**src/hw/rtl/fte_pkg.sv**
```systemverilog
// Shared types and constants for the IPv4 five-tuple extractor.
// No dependencies; imported by every RTL module of the block.
package fte_pkg;

    localparam logic [6:0]  OFFSET_MAX    = 7'd127;
    localparam logic [6:0]  OFF_ETYPE_HI  = 7'd12;
    localparam logic [6:0]  OFF_ETYPE_LO  = 7'd13;
    localparam logic [6:0]  OFF_IHL       = 7'd14;
    localparam logic [6:0]  OFF_PROTO     = 7'd23;
    localparam logic [6:0]  OFF_SA_FIRST  = 7'd26;
    localparam logic [6:0]  OFF_SA_LAST   = 7'd29;
    localparam logic [6:0]  OFF_DA_FIRST  = 7'd30;
    localparam logic [6:0]  OFF_DA_LAST   = 7'd33;
    localparam logic [3:0]  IHL_MASK      = 4'hf;
    localparam logic [15:0] ETH_IPV4      = 16'h0800;
    localparam logic [7:0]  PROTO_TCP     = 8'd6;
    localparam logic [7:0]  PROTO_UDP     = 8'd17;

    // One frame byte as held in the input register
    typedef struct packed {
        logic [7:0] data_byte;
        logic       last_byte;
    } byte_item_t;

    // One flow key as held in the result register
    typedef struct packed {
        logic [15:0] l4_dport;
        logic [15:0] l4_sport;
        logic [7:0]  ip_protocol;
        logic [31:0] ip_daddr;
        logic [31:0] ip_saddr;
    } flow_key_t;

endpackage

```
**src/hw/rtl/fte_in_reg.sv**
```systemverilog
// Input register of the IPv4 five-tuple extractor: holds one frame byte.
// Depends on fte_pkg.
module fte_in_reg (
    input  logic               aclk,
    input  logic               aresetn,
    input  logic               s_tvalid,
    output logic               s_tready,
    input  fte_pkg::byte_item_t s_item,
    output logic               hold_valid,
    output fte_pkg::byte_item_t hold_item,
    input  logic               hold_take
);
    import fte_pkg::*;

    logic       valid_reg;
    byte_item_t item_reg;

    // Accept while empty or while the held item leaves this cycle
    assign s_tready   = !valid_reg || hold_take;
    assign hold_valid = valid_reg;
    assign hold_item  = item_reg;

    // Track occupancy
    always_ff @(posedge aclk) begin
        if (!aresetn) begin
            valid_reg <= 1'b0;
        end else if (s_tvalid && s_tready) begin
            valid_reg <= 1'b1;
        end else if (hold_take) begin
            valid_reg <= 1'b0;
        end
    end

    // Load the payload on accept
    always_ff @(posedge aclk) begin
        if (s_tvalid && s_tready) begin
            item_reg <= s_item;
        end
    end

endmodule

```
**src/hw/rtl/fte_parser.sv**
```systemverilog
// Header capture logic and result register of the IPv4 five-tuple extractor.
// Depends on fte_pkg.
module fte_parser (
    input  logic                aclk,
    input  logic                aresetn,
    input  logic                in_valid,
    input  fte_pkg::byte_item_t in_item,
    output logic                in_take,
    output logic                m_tvalid,
    input  logic                m_tready,
    output fte_pkg::flow_key_t  m_key,
    output logic                m_short
);
    import fte_pkg::*;

    logic [6:0]  offset_reg, offset_next;
    logic [15:0] etype_reg, etype_next;
    logic [3:0]  hw_reg, hw_next;
    logic [7:0]  proto_reg, proto_next;
    logic [31:0] sa_reg, sa_next;
    logic [31:0] da_reg, da_next;
    logic [15:0] sp_reg, sp_next;
    logic [15:0] dp_reg, dp_next;
    logic [6:0]  port_off;
    logic [7:0]  b;
    logic [6:0]  idx;
    logic        out_valid_reg;
    flow_key_t   key_reg, key_next;
    logic        short_reg, short_next;
    logic        out_free;
    logic        load_key;

    assign b   = in_item.data_byte;
    assign idx = offset_reg;

    // Take a byte unless it closes a frame while the result register is full and not being taken
    assign out_free = !out_valid_reg || m_tready;
    assign in_take  = in_valid && (!in_item.last_byte || out_free);
    assign load_key = in_take && in_item.last_byte;

    // Update capture registers with the current byte
    always_comb begin
        etype_next = etype_reg;
        hw_next    = hw_reg;
        proto_next = proto_reg;
        sa_next    = sa_reg;
        da_next    = da_reg;
        sp_next    = sp_reg;
        dp_next    = dp_reg;
        if (idx == OFF_ETYPE_HI || idx == OFF_ETYPE_LO) begin
            etype_next = {etype_reg[7:0], b};
        end
        if (idx == OFF_IHL) begin
            hw_next = b[3:0] & IHL_MASK;
        end
        if (idx == OFF_PROTO) begin
            proto_next = b;
        end
        if (idx >= OFF_SA_FIRST && idx <= OFF_SA_LAST) begin
            sa_next = {sa_reg[23:0], b};
        end
        if (idx >= OFF_DA_FIRST && idx <= OFF_DA_LAST) begin
            da_next = {da_reg[23:0], b};
        end
        port_off = OFF_IHL + {1'b0, hw_next, 2'b00};
        if (idx >= OFF_IHL) begin
            if (idx == port_off || idx == port_off + 7'd1) begin
                sp_next = {sp_reg[7:0], b};
            end
            if (idx == port_off + 7'd2 || idx == port_off + 7'd3) begin
                dp_next = {dp_reg[7:0], b};
            end
        end
        offset_next = (idx < OFFSET_MAX) ? idx + 7'd1 : idx;
    end

    // Build the flow key from the updated captures
    always_comb begin
        key_next   = '0;
        short_next = 1'b0;
        if (idx < OFF_ETYPE_LO) begin
            short_next = 1'b1;
        end else if (etype_next == ETH_IPV4) begin
            if (idx >= OFF_SA_LAST) begin
                key_next.ip_saddr = sa_next;
            end
            if (idx >= OFF_DA_LAST) begin
                key_next.ip_daddr = da_next;
            end else begin
                short_next = 1'b1;
            end
            if (idx >= OFF_PROTO) begin
                key_next.ip_protocol = proto_next;
                if (proto_next == PROTO_TCP || proto_next == PROTO_UDP) begin
                    if (idx >= port_off + 7'd1) begin
                        key_next.l4_sport = sp_next;
                    end
                    if (idx >= port_off + 7'd3) begin
                        key_next.l4_dport = dp_next;
                    end else begin
                        short_next = 1'b1;
                    end
                end
            end else begin
                short_next = 1'b1;
            end
        end
    end

    // Advance frame state; clear it after the last byte
    always_ff @(posedge aclk) begin
        if (!aresetn || load_key) begin
            offset_reg <= '0;
            etype_reg  <= '0;
            hw_reg     <= '0;
            proto_reg  <= '0;
            sa_reg     <= '0;
            da_reg     <= '0;
            sp_reg     <= '0;
            dp_reg     <= '0;
        end else if (in_take) begin
            offset_reg <= offset_next;
            etype_reg  <= etype_next;
            hw_reg     <= hw_next;
            proto_reg  <= proto_next;
            sa_reg     <= sa_next;
            da_reg     <= da_next;
            sp_reg     <= sp_next;
            dp_reg     <= dp_next;
        end
    end

    // Hold the result until the receiver takes it
    always_ff @(posedge aclk) begin
        if (!aresetn) begin
            out_valid_reg <= 1'b0;
        end else if (load_key) begin
            out_valid_reg <= 1'b1;
        end else if (m_tready) begin
            out_valid_reg <= 1'b0;
        end
    end

    always_ff @(posedge aclk) begin
        if (load_key) begin
            key_reg   <= key_next;
            short_reg <= short_next;
        end
    end

    assign m_tvalid = out_valid_reg;
    assign m_key    = key_reg;
    assign m_short  = short_reg;

endmodule

```
**src/hw/rtl/ipv4_five_tuple_extractor.sv**
```systemverilog
// Top level of the IPv4 five-tuple extractor.
// Depends on fte_pkg, fte_in_reg and fte_parser.
//
// Usage:
//   The s_ channel carries an Ethernet frame one byte per item, with
//   s_tlast high on the final byte. The m_ channel gives one flow key per
//   frame, issued for the item that carries s_tlast.
//   Throughput is one byte per cycle while no key waits on m_tready: each
//   byte passes through an input register and a single capture step, and
//   frames may follow each other with no gap.
//   The key is offered on m_ after the last byte has passed the input
//   register and then the result register.
//   Stall: while a key waits on m_tready, bytes of the next frame keep
//   flowing; only the next last byte waits in the input register, and
//   s_tready drops behind it until the pending key is taken.
//   Reset: aresetn low clears frame state and both valid flags; after
//   reset the block expects the first byte of a new frame.
//   Keys with absent fields carry zeros there; m_tuser flags frames that
//   ended before a needed field.
module ipv4_five_tuple_extractor (
    input  logic         aclk,
    input  logic         aresetn,
    input  logic         s_tvalid,
    output logic         s_tready,
    input  logic [7:0]   s_tdata,   // [7:0] data_byte
    input  logic         s_tlast,   // last_byte
    output logic         m_tvalid,
    input  logic         m_tready,
    // [31:0] ip_saddr, [63:32] ip_daddr, [71:64] ip_protocol,
    // [87:72] l4_sport, [103:88] l4_dport
    output logic [103:0] m_tdata,
    output logic [0:0]   m_tuser    // [0] short_frame
);
    import fte_pkg::*;

    byte_item_t s_item;
    byte_item_t hold_item;
    logic       hold_valid;
    logic       hold_take;
    flow_key_t  key;
    logic       short_flag;

    assign s_item.data_byte = s_tdata;
    assign s_item.last_byte = s_tlast;

    fte_in_reg u_in_reg (
        .aclk       (aclk),
        .aresetn    (aresetn),
        .s_tvalid   (s_tvalid),
        .s_tready   (s_tready),
        .s_item     (s_item),
        .hold_valid (hold_valid),
        .hold_item  (hold_item),
        .hold_take  (hold_take)
    );

    fte_parser u_parser (
        .aclk     (aclk),
        .aresetn  (aresetn),
        .in_valid (hold_valid),
        .in_item  (hold_item),
        .in_take  (hold_take),
        .m_tvalid (m_tvalid),
        .m_tready (m_tready),
        .m_key    (key),
        .m_short  (short_flag)
    );

    // Pack the key, ip_saddr in the lowest bits and l4_dport in the highest
    assign m_tdata = {key.l4_dport, key.l4_sport, key.ip_protocol,
                      key.ip_daddr, key.ip_saddr};
    assign m_tuser = short_flag;

endmodule

```
**config.mk**
```make
export PLATFORM = sky130hd
export DESIGN_NAME = ipv4_five_tuple_extractor
export DESIGN_NICKNAME = d
export VERILOG_FILES = /design/src/hw/rtl/fte_pkg.sv /design/src/hw/rtl/fte_in_reg.sv /design/src/hw/rtl/fte_parser.sv /design/src/hw/rtl/ipv4_five_tuple_extractor.sv
export SDC_FILE = /design/constraint.sdc
export NUM_CORES = 1
export LEC_CHECK = 0
export BUFFER_PORTS_ARGS = -buffer_cell sky130_fd_sc_hd__buf_2
export CORE_MARGIN = 1.5
export CORE_UTILIZATION = 45
export DETAILED_ROUTE_END_ITERATION = 7
export PLACE_DENSITY = 0.68
export RECOVER_POWER = 100
export REMOVE_ABC_BUFFERS = 1
export SETUP_SLACK_MARGIN = 0.2
export SYNTH_ARGS = -nofsm -noshare
export SYNTH_HDL_FRONTEND = slang
export SYNTH_SLANG_ARGS = --single-unit
```
**constraint.sdc**
```tcl
create_clock -name aclk -period 4.5 [get_ports aclk]
set_clock_uncertainty 0.15 [all_clocks]
set_input_delay 0.9 -clock aclk [delete_from_list [all_inputs] [get_ports aclk]]
set_output_delay 0.9 -clock aclk [all_outputs]
set_load 0.02 [all_outputs]
```
==> qor.csv <==
stage,metric,value,unit
logic_synthesis,synth warn,0,
min_path,worst hold start,u_parser.sp_reg[13],
logic_synthesis,post-synthesis mux area share,0.143,
global_routing,met2 GRT Util,0.292,
power,net load switching power,1030,uW
min_path,Hold WC Path Type,flip-flop to flip-flop,
cells_and_area,"Core Util, Final",0.530,
detailed_routing,Vias,7539,
logic_synthesis,Synth Cell Area,10700,sq um
logic_synthesis,Post-Synthesis Cells,1029,
power,leakage power,0.00371,uW
cells_and_area,share of cells above drive strength 1,0.0866,
floorplan,die area,24700,sq um
status,failing checks,"max-capacitance violations, max-slew violations",
timing,Least-Margin Pin Slew,1.84,ns
critical_path,reg2reg setup slack,0.38,ns
floorplan,Die Width,157,microns
power,P_int,3680,uW
power,combinational fraction of design power,0.045,
detailed_routing,DRC,0,
global_routing,total gr overflow,0,
logic_synthesis,"FF+latch count, synth",247,
cells_and_area,Final Cell Area,12400,sq um
min_path,Hold EP,u_parser.sp_reg[13],
logic_synthesis,distinct cell type count after synthesis,54,
timing,Setup TNS,0,ns
critical_path,worst-case reg-to-reg path depth,13,
status,status,"finished, violations left",
global_routing,Total GRT Usage,0.181,
timing,Final Hold Viols,0,
logic_synthesis,largest family of logic cells by synthesized area,simple AND/OR/NAND/NOR gates,
power,pwr/cell area,379,nW/um^2
logic_synthesis,Post-synth top cells,"nand2_1, mux2i_1, dfxtp_1, nor2_1, edfxtp_1",
floorplan,chip height,157,microns
timing,max-slew violations,109,
critical_path,critical path endpoint category,flip-flop,
global_routing,Top Usage Layer GRT,met2,
power,power share of the clock group,0.441,
timing,hold slack,0.302,ns
placement,IO Port Bufs,119,
logic_synthesis,Synth top area share,0.320,
detailed_routing,final wirelength,22700,microns
logic_synthesis,cell taking the most area after synthesis,edfxtp_1,
floorplan,Initial Util,0.457,
floorplan,Ports,120,
critical_path,Crit Path Class,flip-flop to flip-flop,
cells_and_area,max reg flops,104,
run,Max Cap Viol,2,
cts,TritonCTS clock tree,done,
logic_synthesis,Synth Area in Simple Gates,0.159,
detailed_routing,Final ANT Viol Nets,0,
timing,final worst-path setup slack,0.381,ns
placement,Final Wtd Congestion,0.874,
cts,clock buffer depth,3,
detailed_routing,Detailed Routing Iterations Pass 1,5,
timing,unrepaired setup endpoints after global routing,false,
timing,headroom to the max-slew limit,-0.228,
critical_path,Critical Path RT,4.61,ns
logic_synthesis,Synth Area in Compound Gates,0.0691,
cts,clk sinks,247,
power,sw frac,0.218,
global_routing,global-route wire length before repair,35700,microns
timing,period utilization,0.915,
cells_and_area,area grow syn2layout,16.1,%
cts,"Clk Latency, worst-skew pair",0.52,ns
critical_path,CP Data Arrival Time,4.23,ns
placement,Place WS,0.346,ns
timing,fmax,243,MHz
critical_path,Reg-to-Reg Start,u_parser.idx[4],
logic_synthesis,area share of fa/ha/maj cells after synthesis,0.0199,
cts,total CTS buffers,26,
power,maximum vdd ir drop,214,uV
cts,clk slew on worst S/H paths,0.06,ns
global_routing,largest net degree at the start of global routing,70,
floorplan,Core Region,23400,sq um
logic_synthesis,Synth Area in XOR/XNOR,0.00737,
cts,# H-tree levels,1,
global_routing,initial antenna violation count,0,
cts,root buffer selected by CTS,clkbuf_16,
timing,final setup fails,0,
logic_synthesis,count of flip-flops with a built-in enable after synthesis,114,
logic_synthesis,sequential cell area fraction in the yosys report,0.569,
cells_and_area,number of antenna diodes,0,
logic_synthesis,ys async rst share,0,
logic_synthesis,Synth area leaders,"edfxtp_1, dfxtp_1, mux2i_1",
placement,Placed Area,11700,sq um
global_routing,grt met3 use,0.0245,
detailed_routing,initial DRC count,456,
detailed_routing,Via density,5.11,
critical_path,RR Endpoint,u_parser.m_key[94],
logic_synthesis,Syn Area/Cell,10.4,sq um
timing,Final min period,4.12,ns
cells_and_area,Filler Cell Count,2175,
placement,post-detail-place hpwl,14300,microns
cells_and_area,Final nets,1165,
logic_synthesis,top_reg_cell synth,dfxtp_1,
min_path,hold path depth,2,
power,Flop pwr share,0.515,
floorplan,std cell rows,56,
detailed_routing,WL/cell,15.4,microns
global_routing,met1 GRT Util,0.252,
global_routing,number of global-route vias before repair,6879,
critical_path,crit start category,flip-flop,
logic_synthesis,most frequent cell after synthesis,nand2_1,
critical_path,crit path max fanout,6,
area by class of cell:
class                           count  area, sq um  area share
Clock buffer                       36          759      0.0612
Clock inverter                     12         86.3     0.00696
Inverter                            8         30.0     0.00242
Multi-Input combinational cell    699         4330       0.349
Sequential cell                   247         6090       0.490
Tap cell                          319          399      0.0322
Timing Repair Buffer              153          719      0.0580
routing by layer:
layer / up-vias / routed length [microns]
met5: - / 0
met4: 0 / 419
li1: 3796 / -
met2: 191 / 10600
met3: 33 / 1110
met1: 3519 / 10500
power by group through the flow:
stage | logic, uW | clock network (uW) | registers, uW
finish | 209 | 2070 | 2420
global route | 227 | 2210 | 2420
CTS | 222 | 2110 | 2420
detailed placement | 221 | 0 | 2470
global placement | 219 | 0 | 2470
floorplan | 80.9 | 0 | 2510
placed cells by master, fill, tap and decap left out, types with 3 or more instances in the layout:
master / n
clkinv_1: 5
xor2_1: 4
nor4b_1: 3
clkbuf_16: 27
a211oi_4: 3
or3_1: 3
inv_1: 8
a21o_1: 5
dfxtp_1: 133
buf_4: 25
nand2_1: 171
a211oi_1: 5
o211ai_1: 3
o21ai_0: 6
nand4_1: 5
clkbuf_2: 4
nor2_1: 132
edfxtp_1: 114
a21oi_1: 85
o311ai_0: 3
nor4bb_1: 4
clkinv_2: 4
xnor2_1: 5
a22oi_1: 3
buf_2: 12
ha_1: 17
mux2i_1: 150
nand3_1: 7
nor3_1: 37
nor2b_1: 3
nand2b_1: 5
clkbuf_8: 5
clkbuf_1: 113
nor4_1: 4
stage by stage:
stage               total power (uW)  instances
floorplan                       2590        954
global placement                2690       1426
detailed placement              2690       1426
CTS                             4750       1474
global route                    4860       1474
finish                          4700       1474
kinds of logic after synthesis:
kind of cell / Yosys count
AO/OA/AOI/OAI: 126
XOR/XNOR: 9
adder cells (fa/ha/maj): 17
buffers and inverters: 83
flip-flops: 247
multiplexers: 152
AND/OR/NAND/NOR: 395
worst max-delay path, cell delays in order (launching register included):
cell and delay, ns:
dfxtp_1 0.31, or4b_1 0.60, or3_4 0.40, mux2i_2 0.23, ha_1 0.28, mux4_2 0.33, o221ai_2 0.18, xor2_1 0.11
ha_1 0.35, a22oi_1 0.12, a211oi_4 0.27, buf_4 0.23, mux2i_1 0.21, nor3_1 0.06
how the worst max path moves through the flow:
| stage | to | slack, ns | start | cells past startpoint |
|---|---|---|---|---|
| 6_report | u_parser.m_key[94] | 0.38 | u_parser.idx[4] | 13 |
| 5_1_grt | u_parser.m_key[92] | 0.16 | u_parser.idx[4] | 13 |
| 4_1_cts | u_parser.dp_reg[14] | 0.30 | u_parser.idx[4] | 13 |
| 3_5_place_dp | u_parser.dp_reg[14] | 0.35 | u_parser.idx[4] | 13 |
| 3_3_place_gp | u_parser.dp_reg[7] | 0.50 | u_parser.idx[4] | 13 |
| 2_1_floorplan | u_parser.sa_reg[0] | -2.40 | u_parser.idx[0] | 6 |
timing repair:
action	in CTS	in global routing
resized for setup	0	8
buffers inserted	0	0
setup endpoints to repair	0	42
hold buffers	0	0
Note: power is estimated with default switching activity, not from simulation.
